## src/tria_pkg.sv

```systemverilog
// Shared constants and types for the two-resource interval assigner.
`default_nettype none
package tria_pkg;

  localparam int MAX_ACT   = 64;
  localparam int TIME_BITS = 16;
  localparam int IDX_W     = $clog2(MAX_ACT);
  localparam int CNT_W     = IDX_W + 1;
  localparam int FIELD_W   = 16;
  localparam int OUT_IDX_W = 6;
  localparam int WORD_W    = 2 * TIME_BITS;
  localparam int KEY_W     = TIME_BITS + IDX_W;

  typedef enum logic [2:0] {
    S_IDLE,
    S_SCAN,
    S_STEP,
    S_EMIT,
    S_FAIL
  } state_e;

  typedef struct packed {
    logic rd_en;
    logic step_en;
    logic emit_en;
    logic fail_en;
    logic run_clr;
  } ctrl_t;

endpackage
`default_nettype wire

```

## src/tria_ram.sv

```systemverilog
// Generic single-write, single-read RAM with registered read data.
`default_nettype none
module tria_ram #(
  parameter int WIDTH = 32,
  parameter int DEPTH = 64
) (
  input  wire logic                     clk_i,
  input  wire logic                     we_i,
  input  wire logic [$clog2(DEPTH)-1:0] waddr_i,
  input  wire logic [WIDTH-1:0]         wdata_i,
  input  wire logic                     re_i,
  input  wire logic [$clog2(DEPTH)-1:0] raddr_i,
  output      logic [WIDTH-1:0]         rdata_o
);

  logic [WIDTH-1:0] mem_q [DEPTH];

  always_ff @(posedge clk_i) begin
    if (we_i) begin
      mem_q[waddr_i] <= wdata_i;
    end
    if (re_i) begin
      rdata_o <= mem_q[raddr_i];
    end
  end

endmodule
`default_nettype wire

```

## src/two_resource_interval_assigner_top.sv

```systemverilog
// Top level of the two-resource interval assigner.
//
// Input channel: a word (start_time_i, end_time_i, last_activity_i) is taken
// at a rising edge with start high and busy low. While loading, one word is
// taken per cycle and written to the activity RAM in arrival order; words past
// the 64-entry capacity are dropped and mark the run as impossible.
// After the word with last_activity_i set, busy stays high while the run is
// solved. The shared compare unit walks the RAM once per activity to pick the
// next one in (start time, arrival) order, then applies one greedy step to the
// two worker free-at times. Each of the n passes for a run of n activities
// reads every stored word through the single RAM read port.
// Results follow one per cycle, n in all, in arrival order, each marked by
// result_strobe_o for exactly one cycle; a failed run gives one impossible
// result instead. busy drops with the last result, and the next word may be
// taken in that same cycle. The receiver cannot stall the results.
// Reset clears the run count, the overflow mark and the state machine; the
// RAM contents are not cleared and are only read after being written.
`default_nettype none
module two_resource_interval_assigner_top
  import tria_pkg::*;
(
  input  wire logic                 clk_i,
  input  wire logic                 rst_ni,
  input  wire logic                 start,
  output      logic                 busy,
  input  wire logic [FIELD_W-1:0]   start_time_i,
  input  wire logic [FIELD_W-1:0]   end_time_i,
  input  wire logic                 last_activity_i,
  output      logic                 result_strobe_o,
  output      logic [OUT_IDX_W-1:0] activity_index_o,
  output      logic                 worker_o,
  output      logic                 impossible_o,
  output      logic                 last_result_o
);

  state_e state_q, state_d;
  ctrl_t  ctrl;

  logic [CNT_W-1:0]   cnt_q, cnt_d;
  logic               ovf_q, ovf_d;
  logic [CNT_W-1:0]   rd_cnt_q, rd_cnt_d;
  logic               rd_vld_q, rd_vld_d;
  logic [IDX_W-1:0]   rd_idx_q;
  logic [IDX_W-1:0]   pass_q, pass_d;
  logic [IDX_W-1:0]   emit_q, emit_d;
  logic               found_q, found_d;
  logic [KEY_W-1:0]   best_key_q, best_key_d;
  logic [TIME_BITS-1:0] best_end_q, best_end_d;
  logic [KEY_W-1:0]   prev_key_q, prev_key_d;
  logic [TIME_BITS-1:0] free0_q, free0_d, free1_q, free1_d;
  logic [MAX_ACT-1:0] bits_q, bits_d;

  logic                 strobe_q;
  logic [IDX_W-1:0]     out_idx_q;
  logic                 out_worker_q, out_imp_q, out_last_q;

  logic                 accept, full, we;
  logic [WORD_W-1:0]    wdata, rdata;
  logic [TIME_BITS-1:0] rd_start, rd_end, best_start;
  logic [IDX_W-1:0]     best_idx;
  logic [KEY_W-1:0]     cand_key;
  logic                 cand_after_prev, cand_better, scan_done;
  logic                 last_pass, last_emit, step_fail;

  assign busy   = (state_q != S_IDLE);
  assign accept = start && !busy;
  assign full   = (cnt_q == CNT_W'(MAX_ACT));
  assign we     = accept && !full;
  assign wdata  = {start_time_i[TIME_BITS-1:0], end_time_i[TIME_BITS-1:0]};

  tria_ram #(
    .WIDTH (WORD_W),
    .DEPTH (MAX_ACT)
  ) u_store (
    .clk_i   (clk_i),
    .we_i    (we),
    .waddr_i (cnt_q[IDX_W-1:0]),
    .wdata_i (wdata),
    .re_i    (ctrl.rd_en),
    .raddr_i (rd_cnt_q[IDX_W-1:0]),
    .rdata_o (rdata)
  );

  assign rd_start   = rdata[WORD_W-1:TIME_BITS];
  assign rd_end     = rdata[TIME_BITS-1:0];
  assign cand_key   = {rd_start, rd_idx_q};
  assign best_start = best_key_q[KEY_W-1:IDX_W];
  assign best_idx   = best_key_q[IDX_W-1:0];

  // shared compare unit: candidate must follow the previous pick in
  // (start, arrival) order and precede the current best
  assign cand_after_prev = (pass_q == '0) || (cand_key > prev_key_q);
  assign cand_better     = !found_q || (cand_key < best_key_q);
  assign scan_done       = (rd_cnt_q == cnt_q) && !rd_vld_q;

  assign last_pass = ({1'b0, pass_q} + CNT_W'(1)) == cnt_q;
  assign last_emit = ({1'b0, emit_q} + CNT_W'(1)) == cnt_q;
  assign step_fail = (pass_q > IDX_W'(1)) && (best_start < free0_q)
                     && (best_start < free1_q);

  // next state
  always_comb begin
    state_d = state_q;
    case (state_q)
      S_IDLE: begin
        if (accept && last_activity_i) begin
          state_d = (ovf_q || full) ? S_FAIL : S_SCAN;
        end
      end
      S_SCAN: begin
        if (scan_done) state_d = S_STEP;
      end
      S_STEP: begin
        if (step_fail)      state_d = S_FAIL;
        else if (last_pass) state_d = S_EMIT;
        else                state_d = S_SCAN;
      end
      S_EMIT: begin
        if (last_emit) state_d = S_IDLE;
      end
      S_FAIL:  state_d = S_IDLE;
      default: state_d = S_IDLE;
    endcase
  end

  // control decode
  always_comb begin
    ctrl = '0;
    case (state_q)
      S_SCAN:  ctrl.rd_en   = (rd_cnt_q != cnt_q);
      S_STEP:  ctrl.step_en = 1'b1;
      S_EMIT: begin
        ctrl.emit_en = 1'b1;
        ctrl.run_clr = last_emit;
      end
      S_FAIL: begin
        ctrl.fail_en = 1'b1;
        ctrl.run_clr = 1'b1;
      end
      default: ctrl = '0;
    endcase
  end

  // datapath next values
  always_comb begin
    cnt_d      = cnt_q;
    ovf_d      = ovf_q;
    rd_cnt_d   = rd_cnt_q;
    rd_vld_d   = 1'b0;
    pass_d     = pass_q;
    emit_d     = emit_q;
    found_d    = found_q;
    best_key_d = best_key_q;
    best_end_d = best_end_q;
    prev_key_d = prev_key_q;
    free0_d    = free0_q;
    free1_d    = free1_q;
    bits_d     = bits_q;

    if (accept) begin
      if (full) ovf_d = 1'b1;
      else      cnt_d = cnt_q + CNT_W'(1);
      if (last_activity_i) begin
        rd_cnt_d = '0;
        pass_d   = '0;
        emit_d   = '0;
        found_d  = 1'b0;
      end
    end

    if (ctrl.rd_en) begin
      rd_cnt_d = rd_cnt_q + CNT_W'(1);
      rd_vld_d = 1'b1;
    end

    if (rd_vld_q && cand_after_prev && cand_better) begin
      found_d    = 1'b1;
      best_key_d = cand_key;
      best_end_d = rd_end;
    end

    if (ctrl.step_en) begin
      prev_key_d = best_key_q;
      pass_d     = pass_q + IDX_W'(1);
      rd_cnt_d   = '0;
      found_d    = 1'b0;
      if (pass_q == '0) begin
        free0_d = best_end_q;
        bits_d  = '0;
      end else if (pass_q == IDX_W'(1)) begin
        free1_d          = best_end_q;
        bits_d[best_idx] = 1'b1;
      end else if (best_start >= free0_q) begin
        free0_d = best_end_q;
      end else if (best_start >= free1_q) begin
        free1_d          = best_end_q;
        bits_d[best_idx] = 1'b1;
      end
    end

    if (ctrl.emit_en) emit_d = emit_q + IDX_W'(1);

    if (ctrl.run_clr) begin
      cnt_d = '0;
      ovf_d = 1'b0;
    end
  end

  always_ff @(posedge clk_i or negedge rst_ni) begin
    if (!rst_ni) begin
      state_q  <= S_IDLE;
      cnt_q    <= '0;
      ovf_q    <= 1'b0;
      rd_cnt_q <= '0;
      rd_vld_q <= 1'b0;
      pass_q   <= '0;
      emit_q   <= '0;
      found_q  <= 1'b0;
      free0_q  <= '0;
      free1_q  <= '0;
      bits_q   <= '0;
      strobe_q <= 1'b0;
    end else begin
      state_q  <= state_d;
      cnt_q    <= cnt_d;
      ovf_q    <= ovf_d;
      rd_cnt_q <= rd_cnt_d;
      rd_vld_q <= rd_vld_d;
      pass_q   <= pass_d;
      emit_q   <= emit_d;
      found_q  <= found_d;
      free0_q  <= free0_d;
      free1_q  <= free1_d;
      bits_q   <= bits_d;
      strobe_q <= ctrl.emit_en || ctrl.fail_en;
    end
  end

  // payload registers
  always_ff @(posedge clk_i) begin
    rd_idx_q   <= rd_cnt_q[IDX_W-1:0];
    best_key_q <= best_key_d;
    best_end_q <= best_end_d;
    prev_key_q <= prev_key_d;
    if (ctrl.fail_en) begin
      out_idx_q    <= '0;
      out_worker_q <= 1'b0;
      out_imp_q    <= 1'b1;
      out_last_q   <= 1'b1;
    end else if (ctrl.emit_en) begin
      out_idx_q    <= emit_q;
      out_worker_q <= bits_q[emit_q];
      out_imp_q    <= 1'b0;
      out_last_q   <= last_emit;
    end
  end

  assign result_strobe_o  = strobe_q;
  assign activity_index_o = OUT_IDX_W'(out_idx_q);
  assign worker_o         = out_worker_q;
  assign impossible_o     = out_imp_q;
  assign last_result_o    = out_last_q;

endmodule
`default_nettype wire

```

## config.mk

```make
export PLATFORM = sky130hd
export DESIGN_NAME = two_resource_interval_assigner_top
export DESIGN_NICKNAME = d
export VERILOG_FILES = /design/src/tria_pkg.sv /design/src/tria_ram.sv /design/src/two_resource_interval_assigner_top.sv
export SDC_FILE = /design/constraint.sdc
export NUM_CORES = 2
export LEC_CHECK = 0
export BUFFER_PORTS_ARGS = -buffer_cell sky130_fd_sc_hd__buf_2
export CAP_MARGIN = 20
export CORE_UTILIZATION = 60
export DETAILED_ROUTE_END_ITERATION = 10
export PLACE_DENSITY = 0.85
export SYNTH_ARGS = -nofsm -noshare
export SYNTH_HDL_FRONTEND = slang
export SYNTH_HIERARCHICAL = 1
export SYNTH_SLANG_ARGS = --single-unit
```

## constraint.sdc

```tcl
create_clock -name clk_i -period 6.9 [get_ports clk_i]
set_input_delay 0.69 -clock clk_i [delete_from_list [all_inputs] [get_ports clk_i]]
set_output_delay 0.69 -clock clk_i [all_outputs]
set_load 0.02 [all_outputs]
```

# After elaboration in Yosys (flattened, before gate mapping)
# Memories as Yosys holds them, arrays and structs flattened. A register that Yosys moved wholly into a read port is not among the register bits.
# Index checks and enable logic that the tools add are counted.
# op_classes
n_addsub,6
bitwise,2
div,0
eq_ne,17
muxes,47
reduce_logical,43
shift,0
mul,0
n_lt_le_gt_ge,10
# ops
operator,count
2-to-1 mux 64 bit,4
2-to-1 mux 16 bit,6
bitwise OR 64 bit,1
2-to-1 mux 7 bit,7
>= comparator 16 bit,2
< comparator 16 bit,2
2-to-1 mux 6 bit,4
> comparator 22 bit,1
< comparator 22 bit,1
equality test 7 bit,3
nonzero test 3 bit,6
2-to-1 mux 1 bit,16
nonzero test 2 bit,8
2-to-1 mux 3 bit,5
adder 6 x 1 -> 7 bit (second input constant),2
adder 7 x 1 -> 7 bit (second input constant),2
< comparator 6 x 7 -> 1 bit (second input constant),2
adder 6 x 1 -> 6 bit (second input constant),2
inequality test 2 bit (second input constant),6
one-hot mux 3 bit (4 select lines),1
AND reduction 2 bit,6
logical AND 1 bit,9
AND reduction 3 bit,3
equality test 7 bit (second input constant),1
18 further kinds,25
# word_totals
input_bits,36
elab_cells,146
latch_bits,0
mem_bits_ro,0
output_inout_bits,11
reg_bits,204
ramBits,2048
n_memories,1
# mem_list
memory,words,word_bits,read_ports,rd_clocked_by_memory_dff,wr,line_no,text
u_store.mem_q,64,32,1,1,1,tria_ram.sv:16,logic [WIDTH-1:0] mem_q [DEPTH];

# Longest topological paths before layout
# depth
depth_word,9
ltp_mapped,11
mapped_depth_nobuf,9

# By module
# Netlist, hierarchy kept.
# by_module_without_submodules
mod,cells_each,seq_area_each_um2,instances,area_each_um2
tria_ram,3324,62459.9,1,78835.6
two_resource_interval_assigner_top,920,5330.1,1,10420.0

# Worst setup path before layout
# OpenSTA, ideal clock, no wires.
# synth_timing
path_type,register -> register
startpoint,reg best_key_q[1]
endpoint,"reg best_end_q[0], enable pin"
n_path_buf,1
required_ns,6.368
setup_time_ns,0.532
setup_slack_ns,1.059
stages_incl_launch_ff,9
synth_period_minus_slack_ns,5.841
arrival_ns,5.308
path_cell_list,edfxtp_1 > clkbuf_1 > inv_1 > ha_1 > o21ai_0 > a21oi_1 > o41ai_1 > a311oi_1 > nor4bb_1
# synth_between
elab_chain_cells,3
# synth_rtl
element,line_no,text
"start, declared",two_resource_interval_assigner_top.sv:47,"logic [KEY_W-1:0] best_key_q, best_key_d;"
"start signal, assigned",two_resource_interval_assigner_top.sv:242,best_key_q <= best_key_d;
< comparator 22 bit,two_resource_interval_assigner_top.sv:93,assign cand_better = !found_q || (cand_key < best_key_q);
logical OR 1 bit,two_resource_interval_assigner_top.sv:93,
logical AND 1 bit,two_resource_interval_assigner_top.sv:176,if (rd_vld_q && cand_after_prev && cand_better) begin
"end signal, assigned",two_resource_interval_assigner_top.sv:243,best_end_q <= best_end_d;
"end, declared",two_resource_interval_assigner_top.sv:48,"logic [TIME_BITS-1:0] best_end_q, best_end_d;"
# No other way between the ends.
# A chain may end at the register's enable or synchronous reset.

# Worst setup path in the final report
# layout_timing
startpoint,reg cnt_q[0]
endpoint,"mem u_store.mem_q[28][19], enable pin"
# layout_between
elab_chain_cells,5
# layout_rtl
element,line_no,text
"start, declared",two_resource_interval_assigner_top.sv:39,"logic [CNT_W-1:0] cnt_q, cnt_d;"
"start signal, assigned",two_resource_interval_assigner_top.sv:225,cnt_q <= cnt_d;
equality test 7 bit,two_resource_interval_assigner_top.sv:67,assign full = (cnt_q == CNT_W'(MAX_ACT));
logical NOT 1 bit,two_resource_interval_assigner_top.sv:68,assign we = accept && !full;
logical AND 1 bit,two_resource_interval_assigner_top.sv:68,
named net we,two_resource_interval_assigner_top.sv:57,"logic accept, full, we;"
2-to-1 mux 1 bit,tria_ram.sv:19,if (we_i) begin
2-to-1 mux 1 bit (not written as such),tria_ram.sv:20,mem_q[waddr_i] <= wdata_i;
"end, declared",tria_ram.sv:16,
# The timed path passes the listed nets, and every way through them passes these cells.

==> results <==
- No sink is reached through more buffers than the 3 on the longest clock path.
- The max-slew violation total from the final report is 0.
- The leakage power of the design is 31.64 nW.
- Walking the worst path, the cells encountered are inv_1 > ha_1 > nand2b_1 > nor4_1 > nor2_2 > nor2b_1 > nand2_1 > nor2_4.
- The max capacitance violation total is 0.
- Across all hold checks on the routed design, the worst slack comes to 0.2574 ns.
- Detailed routing inserted a total of 49,220 vias.
- The post-CTS resize count is 0.
- Yosys printed 6 warnings.
- Cells fill 67.63% of the core in the end.
- The first global-routing pass estimated 354,500 um of wire.
- The maximum clock frequency is around 200 MHz.
- The number of antenna violations at the first check in global routing is 15.
- The total overflow reported by the global router is 0.
- The number of global-route vias before repair came to 47,430.
- Of all nets on the critical path, the largest fanout is 32.
- The setup slack at placement is 2.520 ns.
- The slack of the critical path is approximately 1.9 ns.
- The floorplan row count is approximately 140.
- The clock latency reported for the late side of the worst-skew pair is 0.86 ns.
- The horizontal die dimension is approximately 390 um.
- The final setup violation count is 0.
- The number of filler instances in the final layout is 8,140.
- The run finished, with violations left.
- At the end of routability-driven placement, the weighted congestion stood at 0.8937.
- Counting every instance in the synthesized netlist gives 4,244.
- The region available for standard cell placement spans 147,700 um2.
- The number of distinct library cells after synthesis is 65.
- The library cell used as clock root buffer is sky130_fd_sc_hd__clkbuf_16.
- For the pin with the worst max-slew slack, the measured transition is around 1.5 ns.
- The peak per-stage delay on the critical path is 1.26 ns.
- The startpoint of the lowest-slack hold path is start.
- Measured against its own limit, the worst slew margin works out to 2.163%.
- After detailed routing, the total wire length is 266,400 um.
- The path with the worst hold slack has its endpoint at ovf_q.
- The detail-routed net length per standard cell is 40.87 um.
- The number of I/O pins is 47.
- Yosys mapped a number of flops with a built-in enable equal to about 2,100.
- Sequential cells were found to cover between 70% and 80% of the synthesized design area.
- Summing every instance area after synthesis gives 89,260 um2.
- Post-CTS timing repair inserted 0 buffers for setup.
- The kind of critical path is reg2reg.
- The largest net degree at the start of global routing is about 120.
- The worst-case clock skew is 0.06149 ns.
- The net count reported at finish is around 4,500.
- For the final routed database, the setup TNS stands at 0 ns.
- The share of cells above drive strength 1 is 24.75%.
- The smallest clock period supported by the final layout is computed as 5.006 ns.
- The nature of the critical path endpoint is a flop.
- The cell at the slowest stage of the critical path is sky130_fd_sc_hd__nor2_4.
- The peak ir drop on the vdd network is 0.0003331 V.
- Detailed placement ended at an HPWL of 127,900 um.
- Setup repair after global routing left no endpoint under its margin.
- The tightest min-delay check is of the in2reg type.
- The number of nets in the synthesized netlist is 4,363.
- Dividing total power by cell area gives a power density of 392.3 nW/um2.
- The worst flop-to-flop path endpoint is u_store/mem_q[28][19].
- In the routed layout, each cell is associated on average with a via count of 7.552.
- The depth of the worst register-to-register path is 8.
- The number of routed nets with antenna violations is 0.
- The startpoint identified for the worst register-to-register timing path is cnt_q[0].
- The initial cell density of the core is approximately three fifths.
- Counting flops with an async set or reset pin after synthesis yields a share of 5.648%.
- TritonCTS built the clock tree.
- In this run the vertical extent of the chip is 387.7 um.
- In this run the tool buffered the top-level ports with 46 buffer cells.
- Along the worst hold path, the cell count comes to 3.
- In this run, synthesis produced a sequential element count of 2,284.
- The starting DRC count in detailed routing is 9,666.
- Data on the critical path arrives at its endpoint at 5.46 ns.
- The pre-antenna-repair detailed-routing pass consisted of 11 iterations.
- The post-synthesis to final-layout area growth is 11.89%.
- The CTS sink count is 2,284.
- Data on the critical path is required at its endpoint by 7.35 ns.
- In the global route stage, overall resource usage came out at 33.80%.
- The path length in cells of the critical path is 8.
- The CTS buffer count is 209.
- The launching element type of the critical path is a flop.
- In the synthesized netlist the dominant register cell turns out to be sky130_fd_sc_hd__edfxtp_1.
- In the finished design, the share of the clock period the worst path needs comes to 72.56%.
- Clock-pin slew was measured on the worst setup and hold paths at around 0.06 ns.
- The mean post-synth cell area is 21.03 um2.
- The die area is about 150,000 um2.
- The total count of hold-check failures in the final report is 0.
- The number of buffer and inverter stages on the critical path is 1.
- The deepest level of the CTS H-tree is 4.
- The final reports fail on DRC.
- On the critical path the largest part of the delay comes from simple AND/OR/NAND/NOR gates.
- The DRC violation count after routing is 16.
- The flop-to-flop setup slack is 1.89 ns.
-- where the power goes --
part / internal (mW) / leakage (nW) / total (mW) / switching (mW)
Sequential: 16.0 / 21.1 / 16.8 / 0.831
Clock: 6.32 / 3.22 / 11.7 / 5.33
Combinational: 4.15 / 7.32 / 10.7 / 6.59
Total: 26.4 / 31.6 / 39.2 / 12.8
-- sequential cells by signal (all words and copies together), names as in the netlist, 16 cells and up --
| register | count |
|---|---|
| u_store/mem_q | 2048 |
| bits_q | 64 |
| best_end_q | 16 |
| free1_q | 16 |
| prev_key_q | 22 |
| best_key_q | 22 |
| u_store/rdata_o | 32 |
| free0_q | 16 |
-- worst reg2reg max path: cells and delay by family, from the launching register on --
| family | cells | cell delay (ns) |
|---|---|---|
| adder cells (fa/ha/maj) | 1 | 0.24 |
| buffers and inverters | 1 | 0.15 |
| flip-flops | 1 | 0.81 |
| AND/OR/NAND/NOR | 6 | 3.39 |
-- cells in the final DEF (no fill, tap or decap), types with 45 or more instances in the layout --
cell type,n
sky130_fd_sc_hd__edfxtp_1,2140
sky130_fd_sc_hd__ha_1,83
sky130_fd_sc_hd__buf_2,45
sky130_fd_sc_hd__clkbuf_1,58
sky130_fd_sc_hd__mux2i_1,98
sky130_fd_sc_hd__mux4_2,561
sky130_fd_sc_hd__a21oi_1,98
sky130_fd_sc_hd__nor2_1,103
sky130_fd_sc_hd__o22ai_1,86
sky130_fd_sc_hd__nand2_1,107
sky130_fd_sc_hd__dfrtp_1,125
sky130_fd_sc_hd__clkbuf_16,211
sky130_fd_sc_hd__nor2_4,62
sky130_fd_sc_hd__inv_1,91
sky130_fd_sc_hd__buf_4,68
sky130_fd_sc_hd__clkinv_1,47
sky130_fd_sc_hd__buf_12,46
-- synth_stat cells, drive strengths merged, types with 32 or more instances --
master	count	area, um2
edfxtp	2140	64260
mux4	561	12630
nor2	167	629.4
dfrtp	129	3228
buf	126	725.7
nand2	109	411.7
a21oi	98	490.5
clkbuf	98	367.9
mux2i	98	980.9
inv	91	341.6
o22ai	86	538.0
ha	83	1039
o21ai	44	224.0
nand3	37	185.2
o31ai	34	255.2
a32o	32	320.3
mux2	32	360.3
-- final cells by class --
type | count | area (um2) | share of cell area [%]
multi-input cells | 1645 | 20530 | 20.55
clock inverters | 115 | 1074 | 1.075
repair buffers | 178 | 2150 | 2.152
well taps | 1930 | 2415 | 2.418
flip-flops and latches | 2284 | 67810 | 67.89
diodes | 2 | 5.005 | 0.005011
inverters | 91 | 341.6 | 0.3420
clock buffers | 273 | 5553 | 5.560
-- logic make-up (layout without fill, tap and decap cells) --
group / count (synthesis) / in the layout / synth area share [%]
AO/OA/AOI/OAI: 397 / 397 / 3.003
XOR/XNOR: 34 / 34 / 0.3336
adder cells (fa/ha/maj): 83 / 83 / 1.164
buffers and inverters: 315 / 657 / 1.608
flip-flops: 2284 / 2284 / 75.95
multiplexers: 691 / 691 / 15.66
other: 0 / 2 / 0
AND/OR/NAND/NOR: 440 / 440 / 2.284
-- timing repair --
item | CTS | global route
endpoints found under the hold margin | 50 | 0
hold buffers | 1 | 0
setup endpoints to repair | 0 | 0
-- routing by layer --
metal	vias up	GRT usage [%]	wire length, um
met1	24690	43.78	81620
met5	-	0	83
met2	5318	52.68	124400
met3	1236	9.932	41100
met4	14	17.11	19180
li1	17970	-	-
-- metrics by stage --
| stage | instance area (um2) | total power, mW | instances |
|---|---|---|---|
| floorplan | 89260 | 23.21 | 4244 |
| global placement | 92010 | 26.14 | 6072 |
| detailed placement | 92250 | 26.52 | 6084 |
| CTS | 98890 | 38.35 | 6473 |
| global route | 99870 | 39.82 | 6517 |
| finish | 99870 | 39.18 | 6518 |
-- worst max path at each step --
stage | startpoint | end
3_5_place_dp | cnt_q[1] | u_store/mem_q[34][3]
4_1_cts | cnt_q[1] | u_store/mem_q[34][19]
2_1_floorplan | best_key_q[1] | best_end_q[0]
5_1_grt | cnt_q[1] | u_store/mem_q[4][31]
3_3_place_gp | cnt_q[1] | u_store/mem_q[33][26]
6_report | cnt_q[0] | u_store/mem_q[28][19]
(Power assumes the default switching activity.)
